**src/rtl/core/cpdma_pkg.sv**
```systemverilog
// Shared types and constants for the coprocessor register file with DMA snoop.
// Used by the decoder, the shadow memory and the top level.
package cpdma_pkg;

   localparam int DMA_CHANNELS_DEF = 8;

   localparam logic [15:0] OWN_LO   = 16'h4800;
   localparam logic [15:0] OWN_HI   = 16'h4807;
   localparam logic [15:0] SNOOP_LO = 16'h4300;
   localparam logic [15:0] SNOOP_HI = 16'h437A;

   localparam int ADDR_W   = 24;
   localparam int LEN_W    = 16;
   localparam int SHADOW_W = ADDR_W + LEN_W;

   typedef enum logic [2:0] {
      OFF_ALLOW = 3'd0,
      OFF_NEXT  = 3'd1,
      OFF_RSV2  = 3'd2,
      OFF_RSV3  = 3'd3,
      OFF_BANK0 = 3'd4,
      OFF_BANK1 = 3'd5,
      OFF_BANK2 = 3'd6,
      OFF_BANK3 = 3'd7
   } own_off_type;

   typedef enum logic [3:0] {
      NIB_ADDR_LO  = 4'h2,
      NIB_ADDR_MID = 4'h3,
      NIB_ADDR_HI  = 4'h4,
      NIB_LEN_LO   = 4'h5,
      NIB_LEN_HI   = 4'h6
   } snoop_nib_type;

   typedef struct packed {
      logic        is_write;
      logic        own;
      own_off_type off;
      logic        fwd;
      logic        snoop;
      logic [3:0]  nib;
   } req_dec_type;

endpackage

```
**src/rtl/core/cpdma_decode.sv**
```systemverilog
// Request decoder: classifies a bus access into own register, snoop or forward.
// Depends on cpdma_pkg.
module cpdma_decode
   import cpdma_pkg::*;
(
   input  logic        action,
   input  logic [15:0] bus_address,
   output req_dec_type dec
);

   logic own;
   logic in_window;
   logic nib_ok;

   always_comb begin
      own       = (bus_address >= OWN_LO) && (bus_address <= OWN_HI);
      in_window = (bus_address >= SNOOP_LO) && (bus_address <= SNOOP_HI);
      nib_ok    = (bus_address[3:0] >= 4'(NIB_ADDR_LO)) && (bus_address[3:0] <= 4'(NIB_LEN_HI));
      dec.is_write = action;
      dec.own      = own;
      dec.off      = own_off_type'(bus_address[2:0]);
      dec.nib      = bus_address[3:0];
      dec.snoop    = action && !own && in_window && nib_ok;
      if (!own) begin
         dec.fwd = 1'b1;
      end else if (!action) begin
         dec.fwd = (bus_address[2:0] == 3'(OFF_RSV2)) || (bus_address[2:0] == 3'(OFF_RSV3));
      end else begin
         dec.fwd = 1'b0;
      end
   end

endmodule

```
**src/rtl/core/cpdma_shadow_ram.sv**
```systemverilog
// Shadow memory for per-channel DMA address and length, with registered read data.
// Entries read as zero until first written. Depends on cpdma_pkg.
module cpdma_shadow_ram
   import cpdma_pkg::*;
#(
   parameter int DEPTH = DMA_CHANNELS_DEF,
   parameter int AW    = $clog2(DEPTH)
) (
   input  logic                clock,
   input  logic                reset,
   input  logic                rd_en,
   input  logic [AW-1:0]       rd_addr,
   output logic [SHADOW_W-1:0] rd_data,
   input  logic                wr_en,
   input  logic [AW-1:0]       wr_addr,
   input  logic [SHADOW_W-1:0] wr_data
);

   logic [SHADOW_W-1:0] mem [DEPTH];
   logic [DEPTH-1:0]    valid_ff;
   logic [DEPTH-1:0]    valid_in;
   logic [SHADOW_W-1:0] rd_data_ff;

   always_comb begin
      valid_in = valid_ff;
      if (wr_en) begin
         valid_in[wr_addr] = 1'b1;
      end
   end

   always_ff @(posedge clock) begin
      if (reset) begin
         valid_ff <= '0;
      end else begin
         valid_ff <= valid_in;
      end
   end

   always_ff @(posedge clock) begin
      if (wr_en) begin
         mem[wr_addr] <= wr_data;
      end
   end

   always_ff @(posedge clock) begin
      if (rd_en) begin
         rd_data_ff <= valid_ff[rd_addr] ? mem[rd_addr] : '0;
      end
   end

   assign rd_data = rd_data_ff;

endmodule

```
**src/rtl/core/coprocessor_register_file_dma_snoop.sv**
```systemverilog
// Top level: coprocessor register file with DMA register snoop.
// Uses cpdma_pkg, cpdma_decode and cpdma_shadow_ram.
//
//   channel   direction  ports
//   request   in         req_valid, req_stall, req_action, req_bus_address, req_write_byte
//   response  out        rsp_valid, rsp_stall, rsp_read_byte, rsp_forwarded, rsp_snoop_*,
//                        rsp_channel_address, rsp_channel_length
//
// One request per cycle while the response side does not stall; an accepted request is
// registered with its shadow read in the read stage, then merged, written back and loaded
// into the response register when the read stage advances.
// A write-back is forwarded to the next request of the same channel.
// Reset is synchronous; the shadow memory needs no clearing pass (per-entry valid bits).
// A stalled response holds one more request in the read stage, then stalls requests.
module coprocessor_register_file_dma_snoop
   import cpdma_pkg::*;
#(
   parameter int DMA_CHANNELS = DMA_CHANNELS_DEF,
   parameter int CH_W         = $clog2(DMA_CHANNELS)
) (
   input  logic              clock,
   input  logic              reset,
   input  logic              req_valid,
   output logic              req_stall,
   input  logic              req_action,
   input  logic [15:0]       req_bus_address,
   input  logic [7:0]        req_write_byte,
   output logic              rsp_valid,
   input  logic              rsp_stall,
   output logic [7:0]        rsp_read_byte,
   output logic              rsp_forwarded,
   output logic              rsp_snoop_hit,
   output logic [CH_W-1:0]   rsp_snoop_channel,
   output logic [ADDR_W-1:0] rsp_channel_address,
   output logic [LEN_W-1:0]  rsp_channel_length
);

   req_dec_type         req_dec;
   logic                req_accept;
   logic [CH_W-1:0]     req_chan;

   logic                s1_valid_ff, s1_valid_in;
   req_dec_type         s1_dec_ff;
   logic [CH_W-1:0]     s1_chan_ff;
   logic [7:0]          s1_byte_ff;
   logic                s1_adv;

   logic [SHADOW_W-1:0] rd_data;
   logic [SHADOW_W-1:0] base;
   logic [SHADOW_W-1:0] merged;
   logic                wb_en;

   logic                wb_valid_ff;
   logic [CH_W-1:0]     wb_chan_ff;
   logic [SHADOW_W-1:0] wb_data_ff;

   logic [7:0]          allow_ff, allow_in;
   logic [7:0]          next_ff, next_in;
   logic [7:0]          bank_ff [4];
   logic [7:0]          bank_in [4];

   logic                rsp_valid_ff, rsp_valid_in;
   logic [7:0]          rd_byte;
   logic [7:0]          rsp_read_byte_ff;
   logic                rsp_forwarded_ff;
   logic                rsp_snoop_hit_ff;
   logic [CH_W-1:0]     rsp_snoop_channel_ff;
   logic [SHADOW_W-1:0] rsp_shadow_ff;

   cpdma_decode u_decode (
      .action      (req_action),
      .bus_address (req_bus_address),
      .dec         (req_dec)
   );

   assign req_chan   = req_bus_address[4 +: CH_W];
   assign s1_adv     = s1_valid_ff && (!rsp_valid_ff || !rsp_stall);
   assign req_stall  = s1_valid_ff && !s1_adv;
   assign req_accept = req_valid && !req_stall;
   assign wb_en      = s1_adv && s1_dec_ff.snoop;

   cpdma_shadow_ram #(
      .DEPTH (DMA_CHANNELS)
   ) u_shadow (
      .clock   (clock),
      .reset   (reset),
      .rd_en   (req_accept),
      .rd_addr (req_chan),
      .rd_data (rd_data),
      .wr_en   (wb_en),
      .wr_addr (s1_chan_ff),
      .wr_data (merged)
   );

   // merge the written byte into the forwarded or stored shadow entry
   always_comb begin
      base = (wb_valid_ff && (wb_chan_ff == s1_chan_ff)) ? wb_data_ff : rd_data;
      merged = base;
      case (s1_dec_ff.nib)
         NIB_ADDR_LO:  merged[LEN_W +: 8]      = s1_byte_ff;
         NIB_ADDR_MID: merged[LEN_W + 8 +: 8]  = s1_byte_ff;
         NIB_ADDR_HI:  merged[LEN_W + 16 +: 8] = s1_byte_ff;
         NIB_LEN_LO:   merged[0 +: 8]          = s1_byte_ff;
         NIB_LEN_HI:   merged[8 +: 8]          = s1_byte_ff;
         default:      merged = base;
      endcase
   end

   // own register file: read and write in the merge stage
   always_comb begin
      allow_in = allow_ff;
      next_in  = next_ff;
      for (int i = 0; i < 4; i++) begin
         bank_in[i] = bank_ff[i];
      end
      rd_byte = '0;
      if (s1_adv && s1_dec_ff.own) begin
         unique case (s1_dec_ff.off) inside
            OFF_ALLOW: begin
               if (s1_dec_ff.is_write) allow_in = s1_byte_ff;
               else rd_byte = allow_ff;
            end
            OFF_NEXT: begin
               if (s1_dec_ff.is_write) next_in = s1_byte_ff;
               else rd_byte = next_ff;
            end
            OFF_BANK0, OFF_BANK1, OFF_BANK2, OFF_BANK3: begin
               if (s1_dec_ff.is_write) bank_in[s1_dec_ff.off[1:0]] = s1_byte_ff;
               else rd_byte = bank_ff[s1_dec_ff.off[1:0]];
            end
            default: rd_byte = '0;
         endcase
      end
   end

   always_comb begin
      s1_valid_in = req_accept || (s1_valid_ff && !s1_adv);
      if (s1_adv) begin
         rsp_valid_in = 1'b1;
      end else begin
         rsp_valid_in = rsp_valid_ff && rsp_stall;
      end
   end

   always_ff @(posedge clock) begin
      if (reset) begin
         s1_valid_ff  <= 1'b0;
         rsp_valid_ff <= 1'b0;
         wb_valid_ff  <= 1'b0;
         allow_ff     <= '0;
         next_ff      <= '0;
         for (int i = 0; i < 4; i++) begin
            bank_ff[i] <= 8'(i);
         end
      end else begin
         s1_valid_ff  <= s1_valid_in;
         rsp_valid_ff <= rsp_valid_in;
         allow_ff     <= allow_in;
         next_ff      <= next_in;
         for (int i = 0; i < 4; i++) begin
            bank_ff[i] <= bank_in[i];
         end
         if (wb_en) begin
            wb_valid_ff <= 1'b1;
         end
      end
   end

   always_ff @(posedge clock) begin
      if (req_accept) begin
         s1_dec_ff  <= req_dec;
         s1_chan_ff <= req_chan;
         s1_byte_ff <= req_write_byte;
      end
      if (wb_en) begin
         wb_chan_ff <= s1_chan_ff;
         wb_data_ff <= merged;
      end
      if (s1_adv) begin
         rsp_read_byte_ff     <= rd_byte;
         rsp_forwarded_ff     <= s1_dec_ff.fwd;
         rsp_snoop_hit_ff     <= s1_dec_ff.snoop;
         rsp_snoop_channel_ff <= s1_dec_ff.snoop ? s1_chan_ff : '0;
         rsp_shadow_ff        <= s1_dec_ff.snoop ? merged : '0;
      end
   end

   assign rsp_valid           = rsp_valid_ff;
   assign rsp_read_byte       = rsp_read_byte_ff;
   assign rsp_forwarded       = rsp_forwarded_ff;
   assign rsp_snoop_hit       = rsp_snoop_hit_ff;
   assign rsp_snoop_channel   = rsp_snoop_channel_ff;
   assign rsp_channel_address = rsp_shadow_ff[LEN_W +: ADDR_W];
   assign rsp_channel_length  = rsp_shadow_ff[0 +: LEN_W];

endmodule

```
**config.mk**
```make
export PLATFORM = sky130hd
export DESIGN_NAME = coprocessor_register_file_dma_snoop
export DESIGN_NICKNAME = d
export VERILOG_FILES = /design/src/rtl/core/cpdma_pkg.sv /design/src/rtl/core/cpdma_decode.sv /design/src/rtl/core/cpdma_shadow_ram.sv /design/src/rtl/core/coprocessor_register_file_dma_snoop.sv
export SDC_FILE = /design/constraint.sdc
export NUM_CORES = 1
export LEC_CHECK = 0
export BUFFER_PORTS_ARGS = -buffer_cell sky130_fd_sc_hd__clkbuf_2
export CAP_MARGIN = 15
export CORE_MARGIN = 5
export CORE_UTILIZATION = 45
export CTS_CLUSTER_DIAMETER = 100
export DETAILED_ROUTE_END_ITERATION = 16
export GPL_ROUTABILITY_DRIVEN = 0
export SLEW_MARGIN = 20
export SYNTH_ARGS = -nofsm -noshare
export SYNTH_HDL_FRONTEND = slang
export SYNTH_SLANG_ARGS = --single-unit
export TNS_END_PERCENT = 1
```
**constraint.sdc**
```tcl
create_clock -name clock -period 4.65 [get_ports clock]
set_input_delay 0.2325 -clock clock [delete_from_list [all_inputs] [get_ports clock]]
set_output_delay 0.2325 -clock clock [all_outputs]
set_load 0.05 [all_outputs]
```
==> flow_summary.toml, run 1 <==
[run_status]
status = "completed"

[placement]
port_buffers = 83
hpwl_um = 26800
place_area_um2 = 22600

[floorplan]
ioPinCount = 84
start_util_pct = 45.4
core-area_um2 = 47500
fp-row-count = 80
die_h_um = 229
die-area_um2 = 52400
die_x_um = 229

[pwr]
p_sw_share_pct = 22.0
ir_drop_mv = 0.263
p_per_area_nw_per_um2 = 412
p_leak_uw = 0.00839
switching_power_uw = 2210
seqPwrFrac_pct = 53.8
pwr-share-comb_pct = 5.6
p_clk_share_pct = 40.6
p_int_uw = 7850

[timing]
hold_viol_final = 0
slew_headroom_pct = 26.1
finalCriticalPeriod_ns = 3.12
fin_crit_sh_pct = 67.0
rsz0062_at_grt = "no"
hold_ws_ns = 0.0389
tightest_slew_ns = 1.10
fmax_mhz = 321
slew_viol_final = 0
setup_viol = 0
fin_worst_skew_ns = 0.0237

[detailed_routing]
via_per_inst = 5.59
vias = 11493
drcViolationCount = 0
first_pass_iters = 4
post_drt_wl_per_cell_um = 24.1
drtAntennaViolNets = 0
drtIter0Drc = 1069
wl_um = 49600

[critical_path]
start_kind = "register"
cp.required_ns = 4.93
reg2reg_from = "s1_valid_ff"
worstRegToRegCells = 5
r2r_setup_slack_ns = 1.53
cp.arrival_ns = 3.40
cp-end-kind = "register"
r2r_end = "u_shadow.mem[3][39]"
path_class = "register to register"
cp_max_fo = 27

[worst_hold_path]
min_delay_path_depth = 3
hold_class = "input port to register"
min_to = "s1_dec_ff[4]"
hold_start = "req_bus_address[11]"

[final_layout]
fillers = 3867
diodes = 0
area_growth_pct = 13.1
fin_util_pct = 51.3
fin_area_um2 = 24400
drive_above_1_share_pct = 24.3
nets = 1425

[synthesis]
synth_seq_area_share_pct = 71.8
synth_nets = 1330
yosysUniqueCellTypes = 48
synth_area_leaders = "edfxtp_1 (66%), mux4_2 (9.3%), dfxtp_1 (5.7%)"
synth_warnings = 0
syn-cell-area_um2 = 21600
netlist_instances = 1301
async_flop_share_pct = 0
ys.flop_type = "edfxtp_1"
synth.avg_cell_area_um2 = 16.6
yosysTopAreaCell = "edfxtp_1"
synth-seq-cells = 536
synth-edff-count = 475
yosys.area.top_type_share_pct = 66.2

[cts]
clock_latency_ns = 0.60
cts.sinks = 536
cts_buffers = 54
clockBufferDepth = 3
cts_root_buf = "clkbuf_16"
cts.reportedPaths.clkPinSlew_ns = 0.06
cts_tree = "done"
cts_resized = 0
htreeDepth = 2

[grt]
antenna_found_initial = 0
grt_util_all_layers_pct = 18.6
grt_max_degree = 82
grt_pass1_wl_um = 74000
grt_pass1_vias = 11490
grt_remaining_overflow = 0

[job]
maxCapViolations = 0
[cells in the final DEF, fill, tap and decap left out, types with 40 or more instances in the layout]
cell type	n
edfxtp_1	475
nor2_1	152
mux4_2	89
clkbuf_2	80
mux2i_1	61
dfxtp_1	61
nand2_1	57
clkbuf_16	55
a21oi_1	54
inv_1	42
nand3_1	42
o31ai_1	40
[registers in the layout, summed over array words and instances (netlist names), named ones only]
register           flops
rsp_shadow_ff         40
rsp_valid              1
s1_dec_ff              8
s1_byte_ff             8
rsp_snoop_channel      3
rsp_read_byte          8
u_shadow.rd_data      40
wb_data_ff            40
rsp_forwarded          1
s1_chan_ff             3
u_shadow.mem         320
u_shadow.valid_ff      8
bank_ff               32
rsp_snoop_hit          1
allow_ff               8
next_ff                8
s1_valid_ff            1
wb_valid_ff            1
wb_chan_ff             3
[metal layers]
layer  up-vias  track usage [%]  routed length, um
met5         -                0                  0
met4         0             5.00               1020
met3        71             2.73               2390
met2       290             32.1              25200
met1      5989             25.2              21000
li1       5143                -                  -
[critical path: stages (launching register included)]
cell and delay, ns:
dfxtp_1 0.36, a21bo_2 0.30, inv_2 0.47, nand2_1 0.37, nor2_4 0.91, buf_4 0.38
[timing repair]
action / CTS / global route
buffers inserted: 0 / 0
hold endpoints to repair: 18 / 0
hold buffers: 16 / 0
[cell families after synthesis]
family	count (synthesis)	synth area share, %
xor gates and xnor gates	3	0.122
muxes	185	14.4
AOI/OAI and AO/OA	134	3.93
DFF	536	71.8
and+or+nand+nor	310	6.72
buffers and inverters	133	3.04
[final cells by class]
class                      instances  area, um^2  share of cell area [%]
sequential                       536       15500                    63.5
multi-input combinational        632        5490                    22.5
timing repair buffer             127         832                    3.41
clock buffer                      77        1480                    6.06
inverter                          45         169                   0.692
tap                              615         769                    3.15
clock inverter                    24         170                   0.698
[through the flow]
stage	cells	setup TNS [ns]	setup WS, ns	power [uW]
2_1_floorplan	1301	-15.30	-0.376	5890
3_3_place_gp	1939	0	1.52	6060
3_5_place_dp	1939	0	1.44	6070
4_1_cts	2056	0	1.42	10200
5_1_grt	2056	0	1.37	10400
6_report	2056	0	1.53	10100
[worst max path at each step]
stage	from	to	depth (start not counted)
4_1_cts	s1_valid_ff	u_shadow.mem[3][39]	5
3_5_place_dp	s1_valid_ff	u_shadow.mem[3][8]	5
6_report	s1_valid_ff	u_shadow.mem[3][39]	5
5_1_grt	s1_valid_ff	u_shadow.mem[3][39]	5
3_3_place_gp	s1_valid_ff	u_shadow.mem[3][14]	5
2_1_floorplan	rsp_valid	u_shadow.mem[1][0]	4
[power groups by stage]
stage                     clock network, uW  registers [uW]  logic (uW)
after detailed placement                  0            5510         561
after floorplan                           0            5540         348
after global routing                   4380            5410         609
after global placement                    0            5510         551
final                                  4090            5410         565
after CTS                              4180            5410         573
[synth_stat cells, types with 4 or more instances]
| cell type | n |
|---|---|
| edfxtp_1 | 475 |
| nor2_1 | 155 |
| mux4_2 | 89 |
| dfxtp_1 | 61 |
| mux2i_1 | 61 |
| nand2_1 | 57 |
| a21oi_1 | 54 |
| inv_1 | 44 |
| nand3_1 | 42 |
| o31ai_1 | 40 |
| clkbuf_1 | 36 |
| mux2_4 | 24 |
| buf_2 | 20 |
| o21ai_0 | 16 |
| buf_4 | 11 |
| buf_6 | 11 |
| mux2_2 | 11 |
| nor2b_1 | 10 |
| nor3_1 | 9 |
| a21oi_2 | 8 |
| a22oi_1 | 8 |
| buf_1 | 8 |
| and2_1 | 6 |
| nor2_2 | 6 |
| nand2b_1 | 4 |
| o21ba_2 | 4 |
Power figures use the tool's default switching activity.
==> run 2: changes to the inputs <==
ABC_AREA = 1   (was unset)
clock period = 2.8 ns   (was 4.65 ns; I/O delays follow)
==> run 2 against run 1 <==
  * Worst hold slack better by 0.031 ns
  * Cell area increased by 2.2%
  * First-iteration DRC count grew 32%
  * Die area increased by 1.2%
  * Via count rose by 30%
  * Synthesized cell count increased by 53%
  * Clock skew shrank 0.0081 ns
  * Synthesized area increased by 1.3%
  * Clock power grew 67%
  * Flip-flop and latch count unchanged
  * Critical path type is now input port to register
  * Largest cell class unchanged
  * Largest power group unchanged
==> flow_summary.toml, run 2 <==
[run_status]
status = "completed"

[detailed_routing]
first_pass_iters = 5
drtIter0Drc = 1415
wl_um = 57100
drcViolationCount = 0
post_drt_wl_per_cell_um = 20.7
vias = 14896
drtAntennaViolNets = 0
via_per_inst = 5.41

[final_layout]
diodes = 0
max_flop_register = "u_shadow.mem"
final_common_cell = "edfxtp_1"
largest_reg_flops = 320
area_growth_pct = 14.1
fillers = 4178
multi_input_area_um2 = 5190
final_cell_mix = "edfxtp_1 (475), nor2_1 (371), nand2_1 (342)"
drive_above_1_share_pct = 11.2
nets = 2125
seq_area_um2 = 15500
fin_area_um2 = 24900
final_cells = 2754

[pwr]
seqPwrFrac_pct = 53.0
p_sw_share_pct = 23.2
total_power_uw = 17000
p_clk_share_pct = 40.0
p_leak_uw = 0.00948
ir_drop_mv = 0.402
p_per_area_nw_per_um2 = 682
switching_power_uw = 3940
p_int_uw = 13100
pwr-share-comb_pct = 7.0

[critical_path]
reg2reg_from = "s1_chan_ff[1]"
start_kind = "input port"
cp.arrival_ns = 2.72
cp.required_ns = 3.15
path_class = "input port to register"
cp-end-kind = "register"
worstRegToRegCells = 9
r2r_end = "u_shadow.mem[0][36]"
cp_max_fo = 38
r2r_setup_slack_ns = 0.55

[cts]
cts_resized = 0
cts.reportedPaths.clkPinSlew_ns = 0.06
cts_root_buf = "clkbuf_16"
cts_buffers = 56
clock_latency_ns = 0.60
post-cts-setup-buffers = 0
cts_tree = "done"
cts.sinks = 536
clockBufferDepth = 3
htreeDepth = 2

[grt]
grt_pass1_wl_um = 86500
grt_remaining_overflow = 0
grt_util_all_layers_pct = 21.3
antenna_found_initial = 0
grt_max_degree = 115
grt_pass1_vias = 14219

[worst_hold_path]
hold_start = "reset"
min_to = "u_shadow.valid_ff[2]"
min_delay_path_depth = 3
hold_class = "input port to register"

[floorplan]
start_util_pct = 45.6
core-area_um2 = 47800
die_h_um = 230
fp-row-count = 80
die-area_um2 = 53000
die_x_um = 230
ioPinCount = 84

[synthesis]
synth_area_leaders = "edfxtp_1 (65%), nor2_1 (6.4%), nand2_1 (5.9%)"
async_flop_share_pct = 0
ys.flop_type = "edfxtp_1"
yosysUniqueCellTypes = 29
syn-cell-area_um2 = 21800
synth_warnings = 0
synth_most_common_cell = "edfxtp_1"
synth_common_cells = "edfxtp_1 (475), nor2_1 (375), nand2_1 (344)"
yosys.area.top_type_share_pct = 65.3
yosysTopAreaCell = "edfxtp_1"
synth_seq_area_share_pct = 70.9
synth-edff-count = 475
synth_nets = 2020
synth-seq-cells = 536
netlist_instances = 1991
synth.avg_cell_area_um2 = 11.0

[placement]
place_inst = 2630
port_buffers = 83
hpwl_um = 30900
place_area_um2 = 23000

[timing]
fin_crit_sh_pct = 84.6
hold_viol_final = 0
finalCriticalPeriod_ns = 2.37
setup_viol = 0
rsz0062_at_grt = "no"
slew_viol_final = 0
tightest_slew_ns = 0.935
tns_ns = 0
fmax_mhz = 422
slew_headroom_pct = 37.7
fin_worst_skew_ns = 0.0156

[job]
maxCapViolations = 0
## run 2: cell types whose count changed after synthesis, sizes merged, moves of 14 or more
cell and change:
nor2 +221, mux2 -35, o22ai +40, buf +14, mux4 -89, nand3 +76, mux2i -61, o31ai -40
a21oi -27, o21ai +223, inv +115, nand2 +291
## run 2: critical path, stage by stage
cell and delay [ns]:
dlygate4sd3_1 0.53, buf_4 0.20, inv_4 0.34, buf_4 0.36, nand4_1 0.26, nor3_1 0.22, dlygate4sd3_1 0.59, nand2_1 0.06
## run 2: what timing repair did
item / CTS / global route
hold buffers: 23 / 0
endpoints found under the hold margin: 22 / 0
setup endpoints to repair: 0 / 0
## run 2: power groups by stage
stage | Clock, uW | Combinational [uW] | Sequential (uW)
after global routing | 7300 | 1310 | 9020
after floorplan | 0 | 673 | 9260
after global placement | 0 | 1140 | 9170
after CTS | 6970 | 1190 | 9010
after detailed placement | 0 | 1160 | 9180
final | 6810 | 1180 | 9010
## run 2: kinds of logic after synthesis
group,share of synthesized area (%)
flip-flops,70.9
AO/OA/AOI/OAI,7.82
buffers and inverters,5.63
AND/OR/NAND/NOR,15.6
## run 2: final cells by class
type / count / area share (%)
sequential: 536 / 62.1
multi-input combinational: 1181 / 20.8
clock buffer: 79 / 6.26
timing repair buffer: 159 / 4.76
tap: 615 / 3.09
inverter: 162 / 2.46
clock inverter: 22 / 0.457
## run 2: routing by layer
layer | up-vias | track usage (%) | part of all wire (%)
met5 | - | 0 | 0
met4 | 0 | 7.40 | 3.1
met3 | 121 | 3.27 | 7.9
met2 | 598 | 33.5 | 46
met1 | 7213 | 30.4 | 43
li1 | 6964 | - | -
## run 2: worst max-delay path by stage
stage                            start                   to  slack (ns)  cells after the start
floorplan                    rsp_valid   u_shadow.mem[4][0]       -0.11                      7
global placement         s1_chan_ff[1]  u_shadow.mem[3][34]        0.64                      9
detailed placement       s1_chan_ff[1]  u_shadow.mem[7][36]        0.59                      9
CTS                 req_bus_address[4]         s1_dec_ff[5]        0.48                      8
global route        req_bus_address[4]         s1_dec_ff[5]        0.34                      8
finish              req_bus_address[4]         s1_dec_ff[5]        0.43                      8
## run 2: metrics by stage
| step | worst slack, ns | hold slack, ns | utilization, % |
|---|---|---|---|
| after global routing | 0.344 | 0.0689 | 52.1 |
| after floorplan | -0.112 | 0.239 | - |
| after global placement | 0.642 | 0.317 | 48.1 |
| after detailed placement | 0.589 | 0.319 | 48.1 |
| final | 0.432 | 0.0698 | 52.1 |
| after CTS | 0.480 | 0.0249 | 52.1 |
